===== src/rtl/pdrd_pkg.sv =====
package pdrd_pkg;

	localparam int DEF_MAX_FRAME_BITS = 32;

	localparam int CFG_IDX_W  = 3;
	localparam int CFG_DATA_W = 20;

	localparam logic [CFG_IDX_W-1:0] REG_PROTOCOL_MODE = 3'd0;
	localparam logic [CFG_IDX_W-1:0] REG_GAP_MIN       = 3'd1;
	localparam logic [CFG_IDX_W-1:0] REG_GAP_MAX       = 3'd2;
	localparam logic [CFG_IDX_W-1:0] REG_ONE_THRESHOLD = 3'd3;
	localparam logic [CFG_IDX_W-1:0] REG_SYNC_MIN      = 3'd4;
	localparam logic [CFG_IDX_W-1:0] REG_FRAME_BITS    = 3'd5;
	localparam logic [CFG_IDX_W-1:0] REG_BURST_TIMEOUT = 3'd6;

	localparam logic [15:0] RST_GAP_MIN       = 16'd800;
	localparam logic [15:0] RST_GAP_MAX       = 16'd2600;
	localparam logic [15:0] RST_ONE_THRESHOLD = 16'd1600;
	localparam logic [15:0] RST_SYNC_MIN      = 16'd7000;
	localparam logic [5:0]  RST_FRAME_BITS    = 6'd20;
	localparam logic [19:0] RST_BURST_TIMEOUT = 20'd140000;

	localparam logic [31:0] MARK_MIN  = 32'd500;
	localparam logic [31:0] MARK_MAX  = 32'd650;
	localparam logic [5:0]  COUNT_SAT = 6'd63;
	localparam logic [6:0]  CHK_BIAS  = 7'h55;

	localparam logic MODE_X10 = 1'b0;
	localparam logic MODE_NEC = 1'b1;

	typedef struct packed {
		logic        pin_level;
		logic [31:0] time_us;
	} in_beat_t;

	typedef struct packed {
		logic        pulse_ok;
		logic        burst_start;
		logic        frame_ready;
		logic [31:0] frame_code;
		logic [15:0] address;
		logic [15:0] command;
		logic        frame_valid;
	} out_beat_t;

	typedef struct packed {
		logic [15:0] address;
		logic [15:0] command;
		logic        frame_valid;
	} frame_info_t;

	function automatic logic [15:0] rev16(input logic [15:0] v);
		logic [15:0] r;
		for (int i = 0; i < 16; i++) begin
			r[15-i] = v[i];
		end
		return r;
	endfunction

endpackage


===== src/rtl/pulse_distance_remote_decoder_top.sv =====
// Pulse-distance remote decoder (X10 / NEC style).
// Input channel: one beat per receiver edge (pin level after the edge and a
// wrapping microsecond timestamp), valid/stall handshake.
// Output channel: exactly one result beat per input beat, in order. Frame
// fields read zero unless frame_ready is set.
// Config port: cfg_we/cfg_addr/cfg_wdata, register index as listed in the
// register map; write only while no beats are in flight.
// A beat is taken into the input register and then decoded into the output
// register, where its result is shown. Throughput: one beat per cycle while
// the output is not stalled, set by the single decode stage between input
// register and output register.
// Stall: while the output register holds an untaken result, the stage
// behind it holds too; the input register takes one more beat only if it
// is empty, and raises in_stall while it holds a beat.
// Reset: all edge/frame state cleared, registers at their default values,
// both stages empty.
module pulse_distance_remote_decoder_top #(
	parameter int MAX_FRAME_BITS = pdrd_pkg::DEF_MAX_FRAME_BITS
) (
	input  logic                             clk,
	input  logic                             arst_n,
	input  logic                             cfg_we,
	input  logic [pdrd_pkg::CFG_IDX_W-1:0]   cfg_addr,
	input  logic [pdrd_pkg::CFG_DATA_W-1:0]  cfg_wdata,
	input  logic                             in_valid,
	output logic                             in_stall,
	input  pdrd_pkg::in_beat_t               in_data,
	output logic                             out_valid,
	input  logic                             out_stall,
	output pdrd_pkg::out_beat_t              out_data
);
	import pdrd_pkg::*;

	logic        mode_q;
	logic [15:0] gap_min_q;
	logic [15:0] gap_max_q;
	logic [15:0] one_thr_q;
	logic [15:0] sync_min_q;
	logic [5:0]  frame_bits_q;
	logic [19:0] burst_to_q;

	logic [31:0]               rise_q;
	logic [31:0]               prev_rise_q;
	logic [31:0]               last_frame_q;
	logic [MAX_FRAME_BITS-1:0] shift_q;
	logic [5:0]                count_q;

	in_beat_t  in_s1;
	logic      valid_s1;
	out_beat_t out_q;
	logic      out_valid_q;

	logic        advance;
	logic        active;
	logic [31:0] since_frame;
	logic [31:0] mark;
	logic [31:0] gap;
	logic        burst;
	logic        mark_ok;
	logic        is_bit;
	logic        is_sync;
	logic        one;
	logic        emit;
	logic [31:0] fcode;
	frame_info_t info;
	out_beat_t   result;

	assign advance  = valid_s1 && (!out_valid_q || !out_stall);
	assign in_stall = valid_s1 && !advance;

	always_ff @(posedge clk or negedge arst_n) begin
		if (!arst_n) begin
			mode_q       <= MODE_X10;
			gap_min_q    <= RST_GAP_MIN;
			gap_max_q    <= RST_GAP_MAX;
			one_thr_q    <= RST_ONE_THRESHOLD;
			sync_min_q   <= RST_SYNC_MIN;
			frame_bits_q <= RST_FRAME_BITS;
			burst_to_q   <= RST_BURST_TIMEOUT;
		end else if (cfg_we) begin
			case (cfg_addr)
				REG_PROTOCOL_MODE: mode_q       <= cfg_wdata[0];
				REG_GAP_MIN:       gap_min_q    <= cfg_wdata[15:0];
				REG_GAP_MAX:       gap_max_q    <= cfg_wdata[15:0];
				REG_ONE_THRESHOLD: one_thr_q    <= cfg_wdata[15:0];
				REG_SYNC_MIN:      sync_min_q   <= cfg_wdata[15:0];
				REG_FRAME_BITS:    frame_bits_q <= cfg_wdata[5:0];
				REG_BURST_TIMEOUT: burst_to_q   <= cfg_wdata[19:0];
				default: ;
			endcase
		end
	end

	// input register
	always_ff @(posedge clk or negedge arst_n) begin
		if (!arst_n) begin
			valid_s1 <= 1'b0;
		end else if (in_valid && !in_stall) begin
			valid_s1 <= 1'b1;
		end else if (advance) begin
			valid_s1 <= 1'b0;
		end
	end

	always_ff @(posedge clk) begin
		if (in_valid && !in_stall) begin
			in_s1 <= in_data;
		end
	end

	// edge classification, all durations mod 2^32
	assign active      = in_s1.pin_level ^ mode_q;
	assign since_frame = in_s1.time_us - last_frame_q;
	assign mark        = in_s1.time_us - rise_q;
	assign gap         = rise_q - prev_rise_q;
	assign burst       = active && (since_frame > {12'b0, burst_to_q});
	assign mark_ok     = !active && (mark > MARK_MIN) && (mark < MARK_MAX);
	assign is_bit      = (gap > {16'b0, gap_min_q}) && (gap < {16'b0, gap_max_q});
	assign is_sync     = !is_bit && (gap >= {16'b0, sync_min_q});
	assign one         = (mode_q == MODE_NEC) ? (gap < {16'b0, one_thr_q})
	                                          : (gap > {16'b0, one_thr_q});
	assign emit        = mark_ok && is_sync && (count_q == frame_bits_q);

	assign fcode = 32'(shift_q);

	pdrd_frame_decode u_decode (
		.mode (mode_q),
		.emit (emit),
		.code (fcode),
		.info (info)
	);

	always_comb begin
		result             = '0;
		result.pulse_ok    = mark_ok && (is_bit || emit);
		result.burst_start = burst;
		result.frame_ready = emit;
		result.frame_code  = emit ? fcode : 32'b0;
		result.address     = info.address;
		result.command     = info.command;
		result.frame_valid = info.frame_valid;
	end

	always_ff @(posedge clk or negedge arst_n) begin
		if (!arst_n) begin
			rise_q       <= '0;
			prev_rise_q  <= '0;
			last_frame_q <= '0;
			shift_q      <= '0;
			count_q      <= '0;
		end else if (advance) begin
			if (active) begin
				rise_q <= in_s1.time_us;
			end else if (mark_ok) begin
				prev_rise_q <= rise_q;
				if (is_bit) begin
					shift_q <= {shift_q[MAX_FRAME_BITS-2:0], one};
					if (count_q != COUNT_SAT) begin
						count_q <= count_q + 6'd1;
					end
				end else if (is_sync) begin
					if (emit) begin
						last_frame_q <= in_s1.time_us;
					end
					shift_q <= '0;
					count_q <= '0;
				end
			end
		end
	end

	// output register
	always_ff @(posedge clk or negedge arst_n) begin
		if (!arst_n) begin
			out_valid_q <= 1'b0;
		end else if (advance) begin
			out_valid_q <= 1'b1;
		end else if (!out_stall) begin
			out_valid_q <= 1'b0;
		end
	end

	always_ff @(posedge clk) begin
		if (advance) begin
			out_q <= result;
		end
	end

	assign out_valid = out_valid_q;
	assign out_data  = out_q;

endmodule


===== src/rtl/pdrd_frame_decode.sv =====
module pdrd_frame_decode (
	input  logic                  mode,
	input  logic                  emit,
	input  logic [31:0]           code,
	output pdrd_pkg::frame_info_t info
);
	import pdrd_pkg::*;

	logic [3:0]  x10_addr;
	logic [6:0]  x10_cmd;
	logic [6:0]  x10_sum;
	logic [15:0] nec_addr;
	logic [15:0] nec_cmd;

	assign x10_addr = code[3:0];
	assign x10_cmd  = code[10:4];
	// 7-bit checksum: command + bias + low three address bits in the upper three bits, wrapped
	assign x10_sum  = 7'(x10_cmd + CHK_BIAS + {x10_addr[2:0], 4'b0000});

	assign nec_addr = rev16(code[31:16]);
	assign nec_cmd  = rev16(code[15:0]);

	always_comb begin
		info = '0;
		if (emit) begin
			if (mode == MODE_NEC) begin
				info.address     = nec_addr;
				info.command     = nec_cmd;
				info.frame_valid = (nec_cmd[7:0] == ~nec_cmd[15:8]);
			end else begin
				info.address     = {12'b0, x10_addr};
				info.command     = {9'b0, x10_cmd};
				info.frame_valid = (code[18:12] == x10_sum);
			end
		end
	end

endmodule


===== config.mk =====
export PLATFORM = sky130hd
export DESIGN_NAME = pulse_distance_remote_decoder_top
export DESIGN_NICKNAME = d
export VERILOG_FILES = /design/src/rtl/pdrd_pkg.sv /design/src/rtl/pulse_distance_remote_decoder_top.sv /design/src/rtl/pdrd_frame_decode.sv
export SDC_FILE = /design/constraint.sdc
export NUM_CORES = 1
export LEC_CHECK = 0
export ABC_AREA = 1
export BUFFER_PORTS_ARGS = -buffer_cell sky130_fd_sc_hd__buf_4
export CAP_MARGIN = 20
export CORE_MARGIN = 10
export CORE_UTILIZATION = 40
export DETAILED_ROUTE_END_ITERATION = 10
export RECOVER_POWER = 25
export SLEW_MARGIN = 40
export SYNTH_ARGS = -nofsm -noshare
export SYNTH_HDL_FRONTEND = slang
export SYNTH_SLANG_ARGS = --single-unit

===== constraint.sdc =====
create_clock -name clk -period 13.9 [get_ports clk]
set_clock_uncertainty 0.2 [all_clocks]
set_input_delay 2.085 -clock clk [delete_from_list [all_inputs] [get_ports clk]]
set_output_delay 2.085 -clock clk [all_outputs]
set_load 0.02 [all_outputs]

# [Word-level counts from Yosys, hierarchy flattened]
# Index checks and enable logic that the tools add are counted.
[totals] reg_bits=328 latchBits=0 ram_bits=0 romBits=0 mem_count=0
[classes] addsub=6 mul=0 div=0 magnitude_cmp=8 n_eq_ne=12 n_shift=0 mux=11 bitwise_logic=4 n_reduce_logical=35
[op_table] op="$sub 32x32->32" count=3
[op_table] op="$gt 32x16->1" count=2
[op_table] op="$lt 32x16->1" count=2
[op_table] op="$mux 32" count=2
[op_table] op="$ge 32x16->1" count=1
[op_table] op="$gt 32x20->1" count=1
[op_table] op="$gt 32x9->1 const B" count=1
[op_table] op="$lt 32x10->1 const B" count=1
[op_table] op="$mux 21" count=1
[op_table] op="$mux 6" count=3
[op_table] op="$reduce_and 2->1" count=9
[op_table] op="$logic_and 1x1->1" count=11
[op_table] op="$eq 3x3->1 const B" count=3
[op_table] op="$eq 8x8->1" count=1
[op_table] op="$not 8->8" count=1
[op_table] op="$add 7x7->7" count=1
[op_table] op="$add 7x7->7 const B" count=1
[op_table] op="$eq 7x7->1" count=1
[op_table] op="$add 6x1->6 const B" count=1
[op_table] op="$eq 3x2->1 const B" count=2
[op_table] op="$eq 6x6->1" count=1
[op_table] op="$logic_not 1->1" count=6
[op_table] op="$ne 6x6->1 const B" count=1
[op_table] op="$reduce_and 6->1" count=1
[op_table] op="other kinds (11)" count=19

# [Depth between registers and ports, before layout]
# Gate-level depths: netlist (run 1).
[depth] ltp_word=9 depth_mapped=27 mapped_depth_nobuf=26

# [Hierarchy]
# From an unflattened synthesis (run 1), not the netlist that was laid out.
[hier_totals] cells_unflattened=3013 hier_area_um2=21864.7
[modules_own_cells] mod="pulse_distance_remote_decoder_top" n_inst=1 cells_per_inst=2856 area_each_um2=21152.8 seq_area_each_um2=8744.6
[modules_own_cells] mod="pdrd_frame_decode" n_inst=1 cells_per_inst=157 area_each_um2=711.9 seq_area_each_um2=0.0

# [Worst setup path after synthesis (run 1)]
# Ideal clock, no wire load.
[synth_timing] path_type="input to register" startpoint="in out_stall" endpoint="reg rise_q[10]" setup_ps=130 arrival_ps=6798 path_slack_ps=6772 path_stages=5 n_path_buf=1 cell_sequence="a21oi_1 -> nand2_1 -> clkbuf_1 -> nand2_1 -> o21ai_0"
[synth_via] elab_chain_cells=4
[synth_rtl] element="start: declaration" line_no="pulse_distance_remote_decoder_top.sv:29" rtl="input logic out_stall,"
[synth_rtl] element="$logic_not 1->1"
[synth_rtl] element="$logic_or 1x1->1" line_no="pulse_distance_remote_decoder_top.sv:68" rtl="assign advance = valid_s1 && (!out_valid_q || !out_stall);"
[synth_rtl] element="$logic_and 1x1->1" line_no="pulse_distance_remote_decoder_top.sv:68"
[synth_rtl] element="$reduce_and 2->1 (no source line)"
[synth_rtl] element="end signal: assignment" line_no="pulse_distance_remote_decoder_top.sv:153" rtl="rise_q <= in_s1.time_us;"
[synth_rtl] element="end: declaration" line_no="pulse_distance_remote_decoder_top.sv:42" rtl="logic [31:0] rise_q;"
# Every way passes these cells.
# A chain may end at the register's enable or synchronous reset.

==> results of run 1 <==
==> per-stage QoR <==
step / cell area, um^2 / hold WS, ps / util / setup slack, ps
4_1_cts: 25000 / 286 / 0.462 / 8720
2_1_floorplan: 22000 / 233 / - / 6770
3_5_place_dp: 23700 / 272 / 0.438 / 8750
6_report: 25000 / 279 / 0.462 / 6720
3_3_place_gp: 23700 / 265 / 0.438 / 8870
5_1_grt: 25000 / 300 / 0.462 / 5550
==> cells in the final DEF (no fill, tap or decap), types with 4 or more instances in the layout <==
master / Yosys / layout
sky130_fd_sc_hd__nand2_1: 888 / 883
sky130_fd_sc_hd__a31oi_1: 4 / 4
sky130_fd_sc_hd__nand4_1: 38 / 38
sky130_fd_sc_hd__xor2_1: 38 / 38
sky130_fd_sc_hd__clkinv_1: 2 / 4
sky130_fd_sc_hd__clkbuf_8: 0 / 6
sky130_fd_sc_hd__nor3_1: 33 / 33
sky130_fd_sc_hd__a21o_1: 4 / 4
sky130_fd_sc_hd__ha_1: 184 / 184
sky130_fd_sc_hd__dfstp_2: 25 / 25
sky130_fd_sc_hd__clkbuf_1: 37 / 19
sky130_fd_sc_hd__nor2_1: 225 / 225
sky130_fd_sc_hd__nand2_2: 4 / 8
sky130_fd_sc_hd__and2_1: 7 / 7
sky130_fd_sc_hd__buf_4: 3 / 99
sky130_fd_sc_hd__clkbuf_16: 0 / 41
sky130_fd_sc_hd__inv_1: 595 / 595
sky130_fd_sc_hd__dfrtp_1: 202 / 202
sky130_fd_sc_hd__o21ai_1: 33 / 33
sky130_fd_sc_hd__o22ai_1: 34 / 34
sky130_fd_sc_hd__a211oi_1: 19 / 19
sky130_fd_sc_hd__o21bai_1: 8 / 8
sky130_fd_sc_hd__edfxtp_1: 101 / 101
sky130_fd_sc_hd__a21oi_1: 120 / 119
sky130_fd_sc_hd__inv_2: 5 / 5
sky130_fd_sc_hd__xnor2_1: 19 / 19
sky130_fd_sc_hd__o21a_1: 4 / 4
sky130_fd_sc_hd__clkbuf_4: 0 / 32
sky130_fd_sc_hd__o21ai_0: 191 / 191
sky130_fd_sc_hd__nand3_1: 118 / 117
sky130_fd_sc_hd__nand3b_1: 9 / 9
sky130_fd_sc_hd__or2_2: 6 / 6
sky130_fd_sc_hd__nor3_2: 11 / 11
==> logic make-up (layout without fill, tap and decap cells) <==
kind of cell	after synthesis	count (layout)	share of synthesized area
AND/OR/NAND/NOR	1350	1350	0.252
buffers and inverters	655	816	0.114
AO/OA/AOI/OAI	428	428	0.105
flip-flops	328	328	0.398
adder cells (fa/ha/maj)	187	187	0.107
XOR/XNOR	57	57	0.0227
multiplexers	1	1	0.000512
==> tightest hold or removal path, stage by stage, from the launching register on <==
cell                      delay [ps]
sky130_fd_sc_hd__dfrtp_1         340
sky130_fd_sc_hd__nand2_1          50
sky130_fd_sc_hd__o21ai_0          60
==> per-layer routing <==
layer	part of all wire	GRT usage	routed length (um)
met5	0	0	0
met4	0.030	0.0682	1920
met3	0.045	0.0244	2890
met2	0.48	0.344	31100
met1	0.45	0.258	29000
==> layout make-up <==
| class | count | area share |
|---|---|---|
| inverter | 602 | 0.0903 |
| multi-input combinational | 2023 | 0.431 |
| tap | 696 | 0.0348 |
| clock inverter | 14 | 0.00650 |
| clock buffer | 58 | 0.0460 |
| timing repair buffer | 142 | 0.0420 |
| sequential | 328 | 0.350 |
==> path summary, 6_finish.rpt <==
kind | from | end | slack, ps | depth (start not counted)
worst max-delay path | arst_n | one_thr_q[5] | 6720 | 2
worst min-delay path | prev_rise_q[17] | prev_rise_q[17] | 280 | 2
worst max register to register | rise_q[2] | out_data[18] | 8880 | 24
worst min register to register | prev_rise_q[17] | prev_rise_q[17] | 280 | 2
max in group clk | rise_q[2] | out_data[18] | 8880 | 24
min in group asynchronous | arst_n | valid_s1 | 2070 | 1
==> power groups by stage <==
stage	sequential, mW	combinational [mW]	clock (mW)
floorplan	1.23	1.73	0
global placement	1.24	2.39	0
detailed placement	1.25	2.43	0
CTS	1.23	2.45	1.08
global route	1.24	2.81	1.12
finish	1.23	2.45	1.05
==> sequential cells by signal (all words and copies together) (netlist names), 6 cells and up <==
name and count:
one_thr_q 16, out_data 68, prev_rise_q 32, gap_max_q 16, fcode 32, frame_bits_q 6
rise_q 32, count_q 6, in_s1 33, burst_to_q 20, sync_min_q 16, gap_min_q 16
last_frame_q 32
==> flow_results.org, run 1 <==
** Setup path
- Counting both buffers and inverters, the worst setup path holds a total of 2.
- Data arrival time at the worst-slack endpoint :: 6740 ps
- Traced cell by cell, the critical path runs through clkbuf_1 > clkbuf_1.
- Cell repeated most along the worst path :: sky130_fd_sc_hd__clkbuf_1
- On the critical path, the stage with the largest delay is an instance of sky130_fd_sc_hd__clkbuf_1.
- Required arrival time at the worst endpoint :: 13,460 ps
- Along the worst path, the maximum fanout reaches 69.
- Element type at the critical path end :: asynchronous set/reset pin
- Grouping stages by cell kind, the critical path spends the most delay in buffers and inverters.
- Delay contributed by the slowest stage of the critical path :: 2850 ps
- By startpoint and endpoint, the worst setup path is classified as in -> async.
- STA classifies the critical path startpoint as a primary input.

** Global route
- Across every metal layer, demand over resource in global routing totals 0.201.
- Via count of the first global-routing pass :: 18,900
- Entering global routing, the biggest net connects 95 pins.
- Global routing finished with a remaining overflow of 0.
- The first global-routing pass estimated 103 mm of wire.
- The number of antenna violations at the first check in global routing came to 1.

** Clock tree
- Later-pin clock latency in the skew report :: 560 ps
- Resized Gates After CTS :: 0
- Number of sinks on the clock net :: roughly 330
- Maximum level of the CTS H-tree :: 2
- Post-CTS Hold Buffers :: 0
- TritonCTS clock tree :: built
- After clock tree synthesis, the clock-pin slew on the worst setup and hold paths is 60 ps.
- CTS Buf Count :: 40
- The cell sitting at the root of the clock tree is a sky130_fd_sc_hd__clkbuf_16.
- The number of setup buffers added after CTS is 0.
- Clk buf depth :: 3

** Logic synthesis
- Seq/Total Area, Yosys :: 0.398
- The synthesized netlist occupies a cell area of 22,000 um^2.
- The share of synthesized area in the top cell type comes to 0.230.
- sky130_fd_sc_hd__dfrtp_1 takes more of the synthesized area than any other cell.
- Number of enable-type register cells in the synthesized netlist :: ~100
- Counting instances in the post-synthesis netlist gives the leading cell types as 888 x sky130_fd_sc_hd__nand2_1, 595 x sky130_fd_sc_hd__inv_1, 225 x sky130_fd_sc_hd__nor2_1.
- Number of warning messages in the yosys log :: 0
- Yosys mapped the design onto 47 distinct sky130hd cell types.
- Cell with the most instances after synthesis :: sky130_fd_sc_hd__nand2_1
- Synth area leaders :: sky130_fd_sc_hd__dfrtp_1 23%, sky130_fd_sc_hd__nand2_1 15%, sky130_fd_sc_hd__edfxtp_1 14%
- Synthesis handed over a netlist of 3,006 instances.
- In the synthesized netlist the dominant register cell turns out to be sky130_fd_sc_hd__dfrtp_1.
- Async set-or-reset flop fraction in the synthesized netlist :: 0.692
- After synthesis the netlist holds a flip-flop and latch count of 328.
- Synthesis produced a netlist with a net count of 3,254.
- A synthesized cell averages between 7 and 8 um^2.

** Final layout
- Proportion of layout cells with a drive suffix above 1 :: 0.0818
- At the end of the flow, the number of nets in the layout was 3,385.
- Area overhead of the layout relative to synthesis :: 13.7%
- Number of diodes added for antenna fixing :: 0
- The layout has about 5,400 filler cells.
- Combined flip-flop and latch cell area :: 8740 um^2
- Non-Filler Instances :: about 3,900
- Area taken by multi-input logic gates :: 10,800 um^2

** Status
- Run status :: finished with violations
- Failing checks :: capacitance limit, slew limit

** Routing
- After detailed routing, the average wire length per cell comes to 16.8 um.
- Summed over all layers, the routed wires come to 64.9 mm.
- Via count :: 19,200
- Ratio of routed vias to standard cells :: 4.98
- Number of optimization iterations in the first detailed-route pass :: 8
- The detailed router finished its first iteration with 1,359 violations.
- Residual DRC :: 0
- Once detail routing completed, the nets flagged for antenna violations numbered 0.

** Pwr
- Post-route total power :: 4.73 mW
- Cell internal power was estimated by the tool at 2.58 mW.
- Leakage Power :: 13.1 nW
- Switching component of the power :: 2.15 mW
- Logic gate share of total power :: 0.517
- For this design the ratio of total power to cell area is 189 nW/um^2.
- Largest voltage drop on the vdd net :: 96.3 uV
- Switching part of the total :: 0.454
- Of the total power, registers draw 0.260.
- Power share of the clock group :: 0.223

** Floorplan
- After floorplanning, the core was sized to cover roughly 54,000 um^2.
- Number of placed I/O pins :: 131
- The floorplan step set the die width to 254 um.
- In this run the core area contains 85 standard-cell rows.
- For this configuration, the core starts out at a cell density of 0.406.
- Total Die Area :: 64,800 um^2
- Height of the die :: 254 um

** STA
- Minimum clock period after layout :: 7180 ps
- Sum Neg Setup Slack :: 0 ps
- Unrepaired setup endpoints after global routing :: false
- Slew margin rel. :: -1.60
- Final count of pins violating max slew :: 208
- Slew at the pin with the worst max-slew slack :: 3900 ps
- Fmax :: around 140 MHz
- Final hold violations :: 0
- Setup violations remaining at the end of the flow were counted as 0.
- Of the available clock period, the critical path in the final layout requires 0.517.

** Job
- Max-Cap Viols :: 4

** Worst hold path
- In this run the worst hold path is classified as reg -> reg.

** Placement
- The count of buffers added on input and output ports is 130.
- The wire-length estimate of the detail-placed layout is between 50 and 60 mm.
- Cell total after placement :: 3,789
- At the end of routability-driven placement, the weighted congestion stood at between 0.9 and 1.
No activity file was read; power rests on OpenSTA's default activity.
==> run 2: changes to the inputs <==
--- a/config.mk
+++ b/config.mk
@@ -5,7 +5,7 @@
 export SDC_FILE = /design/constraint.sdc
 export NUM_CORES = 1
 export LEC_CHECK = 0
-export ABC_AREA = 1
+export ABC_AREA = 0
 export BUFFER_PORTS_ARGS = -buffer_cell sky130_fd_sc_hd__buf_4
 export CAP_MARGIN = 20
 export CORE_MARGIN = 10
==> constraint.sdc (replaced) <==
create_clock -name clk -period 6.5 [get_ports clk]
set_clock_uncertainty 0.2 [all_clocks]
set_input_delay 0.975 -clock clk [delete_from_list [all_inputs] [get_ports clk]]
set_output_delay 0.975 -clock clk [all_outputs]
set_load 0.02 [all_outputs]
==> flow_results.org, run 2 <==
** Status
- Run status :: finished with violations
- The checks that failed: capacitance limit, slew limit.

** Final layout
- Final Net Count :: 2,632
- Combined flip-flop and latch cell area :: between 8000 and 9000 um^2
- Area taken by multi-input logic gates :: 11,600 um^2
- Non-Filler Instances :: 3,113
- Of the cells placed in the final design, the portion with a size suffix greater than 1 is 0.159.
- The number of antenna diodes in the final layout is 0.
- Most frequent cells in the layout :: 246 x sky130_fd_sc_hd__inv_1, 202 x sky130_fd_sc_hd__nand2_1, 202 x sky130_fd_sc_hd__dfrtp_1, 184 x sky130_fd_sc_hd__ha_1, 161 x sky130_fd_sc_hd__o21ai_0
- Relative to the synthesized area, the layout overhead comes to 14.1%.
- Flip-flop count of the largest register, all copies and words added :: 68
- Leaving out fill and tap cells, the most frequent cell in the layout is sky130_fd_sc_hd__inv_1.
- Fill cells in the final layout number slightly above 5,000.

** Routing
- The pre-antenna-repair detailed-routing pass consisted of 5 iterations.
- In the final routed layout, each cell accounts on average for ~20 um.
- The detailed router placed about 18,000 vias in this run.
- Remaining antenna violation count :: 0
- Ratio of routed vias to standard cells :: ~5.6
- Residual DRC :: 0
- Number of DRC violations after detailed-routing iteration 0 :: 1,417
- Final routed wirelength across all metal layers :: 62.3 mm

** Setup path
- Type of the worst setup path :: reg -> reg
- The number of cells on the worst reg-to-reg path is 22.
- The largest single stage delay on the critical path is 570 ps.
- Crit path cell chain :: inv_1 > ha_1 > fa_1 > nand2b_1 > a21oi_1 > nor2_1 > nor3_1 > nor2_1 > nor2_1 > nor2_1 > xnor2_1 > ha_1 > nand4_1 > a2111oi_0 > nor3_1 > a2111oi_2 > buf_4 > inv_1 > nand2_1 > a21o_2 > buf_12 > nor3_1
- Data arrival time at the worst-slack endpoint :: 5690 ps
- The worst setup path is captured at a flop.
- Library cell contributing the largest single delay on the critical path :: sky130_fd_sc_hd__a21o_2
- The worst setup path is launched from a flop.
- Required arrival time at the worst endpoint :: 6580 ps
- Cell repeated most along the worst path :: sky130_fd_sc_hd__nor2_1
- Along the worst path, the maximum fanout reaches 34.

** Logic synthesis
- Async set-or-reset flop fraction in the synthesized netlist :: 0.692
- The number of nets in the synthesized netlist is 2,537.
- Dividing the synthesized area by the synthesized cell count gives 9.48 um^2.
- For this run, the number of Yosys warnings is 0.
- Among all cell types in the netlist, the one instantiated most often is sky130_fd_sc_hd__inv_1.
- The synthesized design contains 101 enable-type register cells.
- Synth Register Bits :: 328
- For this run, the leading register cell type out of synthesis is sky130_fd_sc_hd__dfrtp_1.
- Cell taking the most area after synthesis :: sky130_fd_sc_hd__dfrtp_1
- Fraction of synthesized cell area taken by the top area cell type :: 0.233
- The share of the Yosys chip area taken by registers is 0.403.
- Sorting the synthesized cells by area gives the leading types as sky130_fd_sc_hd__dfrtp_1 23%, sky130_fd_sc_hd__edfxtp_1 14%, sky130_fd_sc_hd__ha_1 11%.
- In the synthesized netlist, the number of instances is 2,289.
- Library cells used by synthesis :: 88
- Sorting the synthesized cells by how often they occur yields 247 x sky130_fd_sc_hd__inv_1, 202 x sky130_fd_sc_hd__dfrtp_1, 202 x sky130_fd_sc_hd__nand2_1.
- Post-synthesis cell area :: around 22,000 um^2

** STA
- The final hold violation count is 0.
- Minimum clock period after layout :: 5610 ps
- In the finished design, the share of the clock period the worst path needs comes to 0.863.
- Setup repair after global routing left no endpoint under its margin.
- The number of slew-limit violations in the final report was 206.
- Sum Neg Setup Slack :: 0 ps
- Fmax :: 178 MHz
- At the pin with the least slew margin, the transition time is 3400 ps.
- Number of failing setup endpoints in the final timing report :: 0
- Setup slack closes at just under 900 ps.
- Slew margin rel. :: -1.27

** Clock tree
- Buffers inserted to repair hold after CTS numbered 0.
- Post CTS Setup Buffer Count :: 0
- Clk buf depth :: 3
- Maximum level of the CTS H-tree :: 2
- TritonCTS created 42 clock buffers.
- TritonCTS clock tree :: built
- Counting every sink on the clock net gives 328.
- Clock-pin slew was measured on the worst setup and hold paths at 60 ps.
- The number of gates resized after CTS was 0.
- CTS root buf :: sky130_fd_sc_hd__clkbuf_16
- Later-pin clock latency in the skew report :: around 560 ps

** Pwr
- Post-route total power :: just under 10 mW
- The analysis attributes to cell leakage a power of 10.4 nW.
- VDD sags by at most slightly below 200 uV.
- Power per unit of standard cell area :: about 400 nW/um^2

** Global route
- The number of antenna violations at the first check in global routing came to 0.
- Across every metal layer, demand over resource in global routing totals 0.192.
- Wire length of the first global-routing pass :: around 98 mm
- Via count of the first global-routing pass :: 17,500
- Entering global routing, the biggest net connects 132 pins.
- Global routing finished with a remaining overflow of 0.

** Floorplan
- Die width :: approximately 250 um
- Number of placed I/O pins :: 131
- The die covers 63,900 um^2.
- For this configuration, the core starts out at a cell density of 0.404.
- Height of the die :: 253 um
- Core Region :: 53,700 um^2
- After floorplanning, the core was divided into 85 placement rows.

** Worst hold path
- The min-delay analysis places its worst path in the category reg -> reg.
- WHS Path Cells :: 2

** Placement
- Post-place setup slack :: around 990 ps
- The congestion estimate from routability-driven global placement came to around 0.94.
- In this run the tool buffered the top-level ports with 130 buffer cells.
- Once detailed placement completed, the half-perimeter wirelength came to 47.1 mm.
- Including well taps, the total number of placed cells is 3,035.

** Job
- Max-cap violations in this run came to 2.
run 2: cell types whose count changed after synthesis, sizes merged, moves of 34 or more:
cell   previous run  this run
a21o              4        46
a22o              0        34
nor3             44       103
inv             600       247
nand2           892       202
o21ai           224       167
mux2              1       111
xnor2            19        53
nand3           119        49
nor2            230       112
run 2: worst max-delay path, delay by kind of cell, from the launching register on:
kind                       cells  cell delay [ps]
buffers and inverters          4              630
DFF                            1              390
adders and majority gates      3              880
AOI/OAI and AO/OA              4             1550
xor gates and xnor gates       1              360
and+or+nand+nor               10             1300
run 2: report_power, final:
part | total, mW | internal [mW] | switching [mW] | leakage, nW
logic | 4.59 | 1.74 | 2.85 | 5.82
registers | 2.59 | 2.41 | 0.183 | 3.88
clock network | 2.46 | 1.53 | 0.930 | 0.716
run 2: per-stage QoR:
step	hold WS [ps]	cell area (um^2)	utilization
final	277	24800	0.461
after global routing	299	24800	0.461
after CTS	248	24800	0.461
after detailed placement	270	23300	0.434
after global placement	261	23300	0.434
after floorplan	250	21700	-
run 2: cell families (layout without fill, tap and decap cells):
family,after synthesis,count (layout),share of synthesized area
multiplexers,128,128,0.0705
flip-flops,328,328,0.403
adder cells (fa/ha/maj),187,187,0.109
AND/OR/NAND/NOR,628,628,0.141
buffers and inverters,346,474,0.0633
XOR/XNOR,73,73,0.0295
AO/OA/AOI/OAI,599,599,0.183
run 2: cell type report:
type,count,area share
Inverter,247,0.0375
Timing Repair Buffer,150,0.0462
Clock inverter,22,0.0110
Tap cell,696,0.0352
Sequential cell,328,0.353
Clock buffer,55,0.0482
Multi-Input combinational cell,1615,0.469
run 2: final timing paths:
| kind | from | end | slack (ps) |
|---|---|---|---|
| min in group asynchronous | arst_n | last_frame_q[6] | 520 |
| max in group asynchronous | arst_n | last_frame_q[28] | 1380 |
| worst min register to register | prev_rise_q[18] | prev_rise_q[18] | 280 |
| worst min-delay path | prev_rise_q[18] | prev_rise_q[18] | 280 |
| worst max register to register | rise_q[0] | out_data[23] | 890 |
| worst max-delay path | rise_q[0] | out_data[23] | 890 |
run 2: per-layer routing:
metal	wire, um	GRT usage	vias to the layer above
met3	3110	0.0304	95
met4	1700	0.0592	0
met2	28100	0.305	440
met5	0	0	-
li1	-	-	8469
met1	29400	0.264	8514
==> run 3: changes to the inputs <==
--- a/config.mk
+++ b/config.mk
@@ -8,10 +8,9 @@
 export ABC_AREA = 0
 export BUFFER_PORTS_ARGS = -buffer_cell sky130_fd_sc_hd__buf_4
 export CAP_MARGIN = 20
-export CORE_MARGIN = 10
 export CORE_UTILIZATION = 40
 export DETAILED_ROUTE_END_ITERATION = 10
-export RECOVER_POWER = 25
+export RECOVER_POWER = 100
 export SLEW_MARGIN = 40
 export SYNTH_ARGS = -nofsm -noshare
 export SYNTH_HDL_FRONTEND = slang
==> constraint.sdc (replaced) <==
create_clock -name clk -period 6.5 [get_ports clk]
set_clock_uncertainty 0.2 [all_clocks]
set_input_delay 0.975 -clock clk [delete_from_list [all_inputs] [get_ports clk]]
set_output_delay 0.975 -clock clk [all_outputs]
set_load 0.05 [all_outputs]
==> flow_results.org, run 3 (synthesis gave the netlist of run 2 again) <==
** Final layout
- Compared with the post-synthesis result, the final layout area differs by 12.3%.
- In the layout the commonest cells are 246 x sky130_fd_sc_hd__inv_1, 202 x sky130_fd_sc_hd__dfrtp_1, 201 x sky130_fd_sc_hd__nand2_1, 184 x sky130_fd_sc_hd__ha_1, 164 x sky130_fd_sc_hd__o21ai_0.
- Flip-flop count of the largest register, all copies and words added :: 68
- 0 antenna diodes ended up in the layout.
- In the final layout, the share of cells above drive strength 1 is 0.115.
- Final standard cell area without fillers :: 24,400 um^2
- Final Net Count :: 2,634
- Non-Filler Instances :: a little over 3,000
- Most frequent standard cell in the layout excluding fill and tap cells :: sky130_fd_sc_hd__inv_1

** Routing
- For this block, the initial DRC count from the detailed router was between 1,000 and 1,500.
- Residual DRC :: 0
- Final routed wirelength across all metal layers :: 61.8 mm
- For this block, the via count after detailed routing is 17,600.
- Wire length per cell after detailed routing :: 19.9 um
- The count of nets left with antenna violations once routing finished came out at 0.
- The pre-antenna-repair detailed-routing pass consisted of 6 iterations.
- Ratio of routed vias to standard cells :: 5.68

** STA
- Slew at the pin with the worst max-slew slack :: 3800 ps
- Sum Neg Setup Slack :: 0 ps
- Slew margin rel. :: -1.53
- Period Utilization, post-route :: 0.916
- Unrepaired setup endpoints after global routing :: false
- Final hold violations :: 0
- Derived from the worst setup path, the maximum achievable clock frequency is 168 MHz.
- The number of slew-limit violations in the final report was about 270.
- Minimum clock period after layout :: 5950 ps
- Number of failing setup endpoints in the final timing report :: 0
- Final hold slack :: 270 ps

** Clock tree
- Resized Gates After CTS :: 0
- Post-CTS Hold Buffers :: 0
- Post CTS Setup Buffer Count :: 0
- Clk buf depth :: 3
- TritonCTS clock tree :: built
- Later-pin clock latency in the skew report :: 590 ps
- Maximum level of the CTS H-tree :: 2
- CTS root buf :: sky130_fd_sc_hd__clkbuf_16
- CTS Buf Count :: 41
- After clock tree synthesis, the clock-pin slew on the worst setup and hold paths is 60 ps.
- Number of sinks on the clock net :: 328

** Floorplan
- Total Die Area :: 55,200 um^2
- In this run the core area contains 84 standard-cell rows.
- The core region is 53,100 um^2.
- Height of the die :: 235 um
- For this configuration, the core starts out at a cell density of 0.409.
- Number of placed I/O pins :: 131
- Die width :: 235 um

** Setup path
- Largest fanout of any net on the critical path :: 32
- The number of buffers and inverters on the critical path is 1.
- Crit path cell chain :: ha_1 > a21oi_1 > o21ai_0 > a211oi_1 > a21oi_1 > or3_1 > a211oi_1 > nand4_1 > or4_1 > a211oi_4 > clkbuf_4 > mux2_2
- Data arrives at the worst endpoint at 6190 ps.
- Type of the worst setup path :: reg -> reg
- The worst setup path is launched from a flop.
- Cell family with the largest share of critical-path delay :: compound AO/OA/AOI/OAI gates
- Element type at the critical path end :: flop
- Delay contributed by the slowest stage of the critical path :: 860 ps
- Library cell contributing the largest single delay on the critical path :: sky130_fd_sc_hd__or4_1
- Required arrival time at the worst endpoint :: about 6700 ps

** Pwr
- Power per unit of standard cell area :: 398 nW/um^2
- The design draws around 9.7 mW.
- Largest voltage drop on the vdd net :: between 200 and 250 uV
- The analysis attributes to cell leakage a power of ~10 nW.

** Worst hold path
- Worst min path class :: reg -> reg

** Placement
- Detailed placement HPWL :: 46.5 mm
- Final weighted congestion in routability-driven placement :: 0.920
- Once placement finished, the instance area stood at 23,300 um^2.
- Counting tap cells, the placed design contains a total of 3,030 instances.
- Count of input and output buffers :: 130

** Status
- Failing checks :: capacitance limit, slew limit
- The run finished, with violations left.

** Global route
- The first global-routing pass estimated 98.1 mm of wire.
- Total overflow reported by the global router :: 0
- GR Util All Layers :: 0.223
- Entering global routing, the biggest net connects 102 pins.
- Via count of the first global-routing pass :: roughly 17,000
- The number of antenna violations at the first check in global routing came to 0.

** Job
- Across the run, the number of max-cap violations was 5.
[run 3: changes by cell type in the layout (fill, tap and decap cells not counted), sizes merged]
cell,delta
clkinv,+1
inv,-3
clkinvlp,-1
buf,-76
clkdlybuf4s25,-1
bufinv,-1
clkbuf,+83
[run 3: layer usage]
layer	vias up	share of wire	track usage
li1	8489	-	-
met1	8612	0.48	0.318
met2	449	0.45	0.357
met3	87	0.044	0.0281
met4	0	0.023	0.0610
met5	-	0	0
[run 3: worst reg2reg max path: stages, from the launching register on]
cell,delay (ps)
sky130_fd_sc_hd__edfxtp_1,520
sky130_fd_sc_hd__ha_1,490
sky130_fd_sc_hd__a21oi_1,370
sky130_fd_sc_hd__o21ai_0,260
sky130_fd_sc_hd__a211oi_1,560
sky130_fd_sc_hd__a21oi_1,400
sky130_fd_sc_hd__or3_1,440
sky130_fd_sc_hd__a211oi_1,240
sky130_fd_sc_hd__nand4_1,140
sky130_fd_sc_hd__or4_1,860
sky130_fd_sc_hd__a211oi_4,350
sky130_fd_sc_hd__clkbuf_4,560
sky130_fd_sc_hd__mux2_2,430
[run 3: path summary, 6_finish.rpt]
path / from / to / slack [ps] / cells after the start
hold / removal: valid_s1 / out_valid / 270 / 1
setup / recovery: in_s1[13] / last_frame_q[31] / 550 / 12
hold reg to reg: valid_s1 / out_valid / 270 / 1
min in group asynchronous: arst_n / last_frame_q[9] / 820 / 1
max in group asynchronous: arst_n / burst_to_q[1] / 1370 / 2
setup reg to reg: in_s1[13] / last_frame_q[31] / 550 / 12
[run 3: final cells by class]
class	count	area, um^2
Fill cell	5076	28700
Multi-Input combinational cell	1615	11500
Sequential cell	328	8740
Clock buffer	58	1200
Inverter	247	927
Timing Repair Buffer	153	872
Tap cell	688	861
Clock inverter	18	280
[run 3: power by group]
group / leakage (nW) / internal, mW / switching [mW]
Clock: 0.724 / 1.51 / 0.961
Sequential: 3.88 / 2.41 / 0.188
Combinational: 5.55 / 1.72 / 2.90
[run 3: through the flow]
step / utilization / setup slack [ps]
finish: 0.459 / 548
global route: 0.459 / 323
CTS: 0.467 / 950
detailed placement: 0.439 / 957
global placement: 0.439 / 1000
floorplan: - / 1600
